`src/rtl/bfoa_pkg.sv`:
```
// Shared types and constants for the best-fit offset allocator.
`default_nettype none
package bfoa_pkg;

   localparam int CAPACITY   = 64;
   localparam int VALUE_BITS = 31;
   localparam int IDX_W      = $clog2(CAPACITY);
   localparam int CNT_W      = $clog2(CAPACITY + 1);

   localparam logic KIND_FREE    = 1'b0;
   localparam logic KIND_REQUEST = 1'b1;

   typedef struct packed {
      logic                  kind;
      logic [VALUE_BITS-1:0] block_size;
      logic [VALUE_BITS-1:0] block_offset;
   } req_type;

   typedef struct packed {
      logic [VALUE_BITS-1:0] granted_offset;
      logic                  found;
      logic                  table_full;
      logic [CNT_W-1:0]      entry_count;
   } rsp_type;

   typedef struct packed {
      logic [VALUE_BITS-1:0] size;
      logic [VALUE_BITS-1:0] offset;
   } entry_type;

   typedef struct packed {
      logic                  have;
      logic [VALUE_BITS-1:0] size;
      logic [VALUE_BITS-1:0] offset;
      logic [IDX_W-1:0]      idx;
   } token_type;

   typedef struct packed {
      logic valid;
      logic shift;
      logic load;
   } cell_ctl_type;

   typedef enum logic [1:0] {
      ST_IDLE,
      ST_SEARCH,
      ST_UPDATE,
      ST_DONE
   } state_type;

endpackage
`default_nettype wire

```
`src/rtl/bfoa_cell.sv`:
```
// One table cell: holds a free block and refines the best-fit token passing through.
`default_nettype none
module bfoa_cell (
   input  logic                              clock,
   input  logic                              reset,
   input  bfoa_pkg::cell_ctl_type            ctl,
   input  logic [bfoa_pkg::IDX_W-1:0]        cell_index,
   input  logic [bfoa_pkg::VALUE_BITS-1:0]   want,
   input  bfoa_pkg::entry_type               load_entry,
   input  bfoa_pkg::entry_type               next_entry,
   output bfoa_pkg::entry_type               entry,
   input  bfoa_pkg::token_type               prev_tok,
   output bfoa_pkg::token_type               tok_out
);
   import bfoa_pkg::*;

   entry_type entry_ff, entry_in;
   token_type tok_ff, tok_in;
   logic      hit;

   always_comb begin
      hit = ctl.valid && (entry_ff.size >= want) &&
            (!prev_tok.have || (entry_ff.size < prev_tok.size));
      tok_in = prev_tok;
      if (hit) begin
         tok_in.have   = 1'b1;
         tok_in.size   = entry_ff.size;
         tok_in.offset = entry_ff.offset;
         tok_in.idx    = cell_index;
      end
   end

   always_comb begin
      entry_in = entry_ff;
      if (ctl.load) begin
         entry_in = load_entry;
      end else if (ctl.shift) begin
         entry_in = next_entry;
      end
   end

   always_ff @(posedge clock) begin
      entry_ff <= entry_in;
      if (reset) begin
         tok_ff <= '0;
      end else begin
         tok_ff <= tok_in;
      end
   end

   assign entry   = entry_ff;
   assign tok_out = tok_ff;

endmodule
`default_nettype wire

```
`config.mk`:
```
export PLATFORM = sky130hd
export DESIGN_NAME = bfoa_cell
export DESIGN_NICKNAME = d
export VERILOG_FILES = /design/src/rtl/bfoa_pkg.sv /design/src/rtl/bfoa_cell.sv
export SDC_FILE = /design/constraint.sdc
export NUM_CORES = 1
export LEC_CHECK = 0
export ABC_AREA = 1
export ABC_CLOCK_PERIOD_IN_PS = 4860
export BUFFER_PORTS_ARGS = -buffer_cell sky130_fd_sc_hd__buf_2
export CAP_MARGIN = 20
export CORE_AREA = 2 2 142 144
export CTS_BUF_LIST = sky130_fd_sc_hd__clkbuf_4 sky130_fd_sc_hd__clkbuf_8
export CTS_CLUSTER_DIAMETER = 150
export DETAILED_ROUTE_END_ITERATION = 12
export DIE_AREA = 0 0 144 146
export PLACE_DENSITY = 0.68
export SKIP_CTS_REPAIR_TIMING = 1
export SLEW_MARGIN = 10
export SYNTH_ARGS = -nofsm -noshare
export SYNTH_HDL_FRONTEND = slang
export SYNTH_SLANG_ARGS = --single-unit
```
`constraint.sdc`:
```
create_clock -name clock -period 4.86 [get_ports clock]
set_input_delay 0.486 -clock clock [delete_from_list [all_inputs] [get_ports clock]]
set_output_delay 0.486 -clock clock [all_outputs]
set_load 0.005 [all_outputs]
```
==> run metrics <==
status=completed; FF+latch count, synth=131; Min Clock Period, post-route=3.07 ns; GRT Total Usage=22.6%; Multi-input gate area=3290 sq um; Core Box Area=19,300 sq um; Ys Warns=0; worst-case clock buffer depth=2; Layout Nets=1,661; vias in the first global route=7,101; CTS root buffer=clkbuf_8; Post-Synthesis Cells=1,016; Max Slew Vio Count=0; drc violations=0; total CTS buffers=17; final weighted congestion in routability-driven placement=0.886; top post-synthesis cells by area=edfxtp_1 26%, dfxtp_1 19%, nand2_1 18%; post-route ant nets=0; Setup CP Type=flop to flop; antenna violations before repair=6; Final HPWL DP=18,300 microns; CP Capture Type=flop; NetSw=0.989 mW; FF-to-FF Start=entry[45]$_DFFE_PP_; number of port buffers=365; Clk pwr share=32.0%; Sw Share=32.5%; CTS tree=built; Post-Syn Area=7300 sq um; Setup crit start=entry[45]$_DFFE_PP_; Max Cap Violations=0; Flop pwr share=44.6%; Critical Path RT=5.21 ns; R2R Setup Slk=1.79 ns; startpoint class of the critical path=flop; Worst path max stage delay=0.65 ns; Pleak=5.70 nW; Total Wirelength=23,700 microns; WP data arrival=3.42 ns; layout cells sized above 1=29.9%; Hold WS=0.211 ns; routed vias=7,432; pre-CTS setup slack=1.72 ns; endpoints failing setup=0; Avg Synthesized Cell Area=7.19 sq um; Die W=144 microns; 1st-pass router iterations=5; Final Hold Viols=0; Total Power=3.05 mW; final worst slack=1.79 ns; die height=146 microns; normalized max-slew margin=30.6%; syn nets=1,312; DR WL/cell=14.4 microns; initial core utilization=37.8%; post-route cell area=9780 sq um; largest net degree at the start of global routing=63; slowest stage cell, crit path=a21oi_4; WP buf/inv=1; Synth cell types=24; area leader, netlist=edfxtp_1; top-area cell type share of the netlist area=25.5%; first-pass GRT wire length=36,600 microns; full die area=21,000 sq um; H-tree lvl count=4; crit-path cells=ha_1, nand2_1, nor2_2, nand2_1, nor2_1, nand2_1, nand2_1, nand2_1, a21oi_4, buf_4, nand3_1, nand2_1, nor2_1; Critical Path Most Common Cell=nand2_1; Crit path depth=13; Worst-path clk slew=0.09 ns; Cell Pwr Density=312 nW/um^2; RSZ-0062 raised after global routing=no; clk sink count=131; delay-heaviest family, CP=simple AND/OR/NAND/NOR gates; total global routing overflow=0; Via-to-Cell Ratio=4.51; setup tns final=0 ns; Final period util=63.2%; peak supply drop=0.000147 V; fillcell total=1,950; Worst setup endpoint=tok_out[60]$_SDFF_PP0_; Fin Clk Skew=0.0158 ns; fmax=325 MHz; Worst Path Max Fanout=42; clk_lat worst skew=0.45 ns; FF/Latch Area=3240 sq um; placed inst area=9340 sq um; Worst R2R Path Depth=13; post-synthesis sequential area ratio=44.4%; R2R Path End=tok_out[60]$_SDFF_PP0_; worst hold path type=primary input to flop; Slew @ Worst Pin=1.04 ns; count of standard-cell rows=51; Combinational Power Share=23.4%; DRT iter0 DRCs=377; Int Power=2.06 mW; area grow syn2layout=33.9%; io pins=366
==> cells by family after synthesis <==
kind of cell               Yosys count  synth area share, %
adders and majority gates           61                 10.5
DFF                                131                 44.4
and+or+nand+nor                    602                 32.5
AOI/OAI and AO/OA                   24                 1.83
buffers and inverters              198                 10.8
==> cell usage in the layout, fill, tap and decap left out, drive strengths merged, types with 2 or more instances in the layout <==
cell type | Yosys | layout
bufinv | 0 | 2
a21oi | 19 | 19
diode | 0 | 5
nand2 | 354 | 354
clkbuf | 17 | 17
buf | 24 | 371
ha | 61 | 61
clkinv | 0 | 6
nand3 | 76 | 76
inv | 157 | 163
nand4 | 2 | 2
edfxtp | 62 | 62
a21o | 2 | 2
dfxtp | 69 | 69
nor2 | 167 | 167
==> power groups by stage <==
stage          Clock (mW)  Combinational (mW)  Sequential, mW
5_1_grt              1.04               0.819            1.37
3_3_place_gp            0               0.701            1.38
3_5_place_dp            0               0.717            1.39
6_report            0.974               0.713            1.36
4_1_cts             0.992               0.721            1.36
2_1_floorplan           0               0.380            1.38
==> state kept, by name (all words and copies together) (netlist names) <==
| name | count |
|---|---|
| tok_out | 69 |
| entry | 62 |
==> through the flow <==
stage          std cells  utilization, %
2_1_floorplan       1016               -
3_3_place_gp        1609            48.2
3_5_place_dp        1610            48.3
4_1_cts             1642            50.4
5_1_grt             1647            50.6
6_report            1648            50.6
==> layer usage <==
metal	wire (microns)	GRT usage (%)	vias to the layer above
li1	-	-	3809
met1	10100	28.2	3307
met2	11300	37.9	263
met3	1400	4.18	53
met4	865	10.1	0
met5	0	0	-
==> worst min-delay path by stage <==
stage	start	to	slack, ns	depth (start not counted)
6_report	reset	tok_out[68]$_SDFF_PP0_	0.21	2
5_1_grt	reset	tok_out[68]$_SDFF_PP0_	0.17	2
4_1_cts	reset	tok_out[68]$_SDFF_PP0_	0.18	2
3_5_place_dp	entry[10]$_DFFE_PP_	tok_out[16]$_SDFF_PP0_	0.58	4
3_3_place_gp	entry[10]$_DFFE_PP_	tok_out[16]$_SDFF_PP0_	0.56	4
2_1_floorplan	reset	tok_out[68]$_SDFF_PP0_	0.56	1
==> worst reg2reg max path: cells and delay by family (launching register included) <==
kind            cells  cell delay (ns)
compound gates      1             0.66
simple gates       10             0.97
flops               1             0.51
buf+inv             1             0.52
fa+ha+maj           1             0.34
==> cell usage after synthesis (all sizes together) <==
master,n
or2,1
dfxtp,69
inv,157
clkbuf,17
edfxtp,62
buf,24
o21a,1
nand3,76
a21boi,1
nand4,2
a21oi,19
o21ai,1
nor3,1
ha,61
nand3b,1
nand2,354
nor2,167
a21o,2
==> cell type report <==
type | instances | share of cell area, %
multi-input combinational | 687 | 33.6
sequential | 131 | 33.2
timing repair buffer | 371 | 19.5
inverter | 157 | 6.03
tap | 265 | 3.39
clock buffer | 17 | 2.39
clock inverter | 15 | 1.74
antenna | 5 | 0.128
Power figures use the tool's default switching activity.
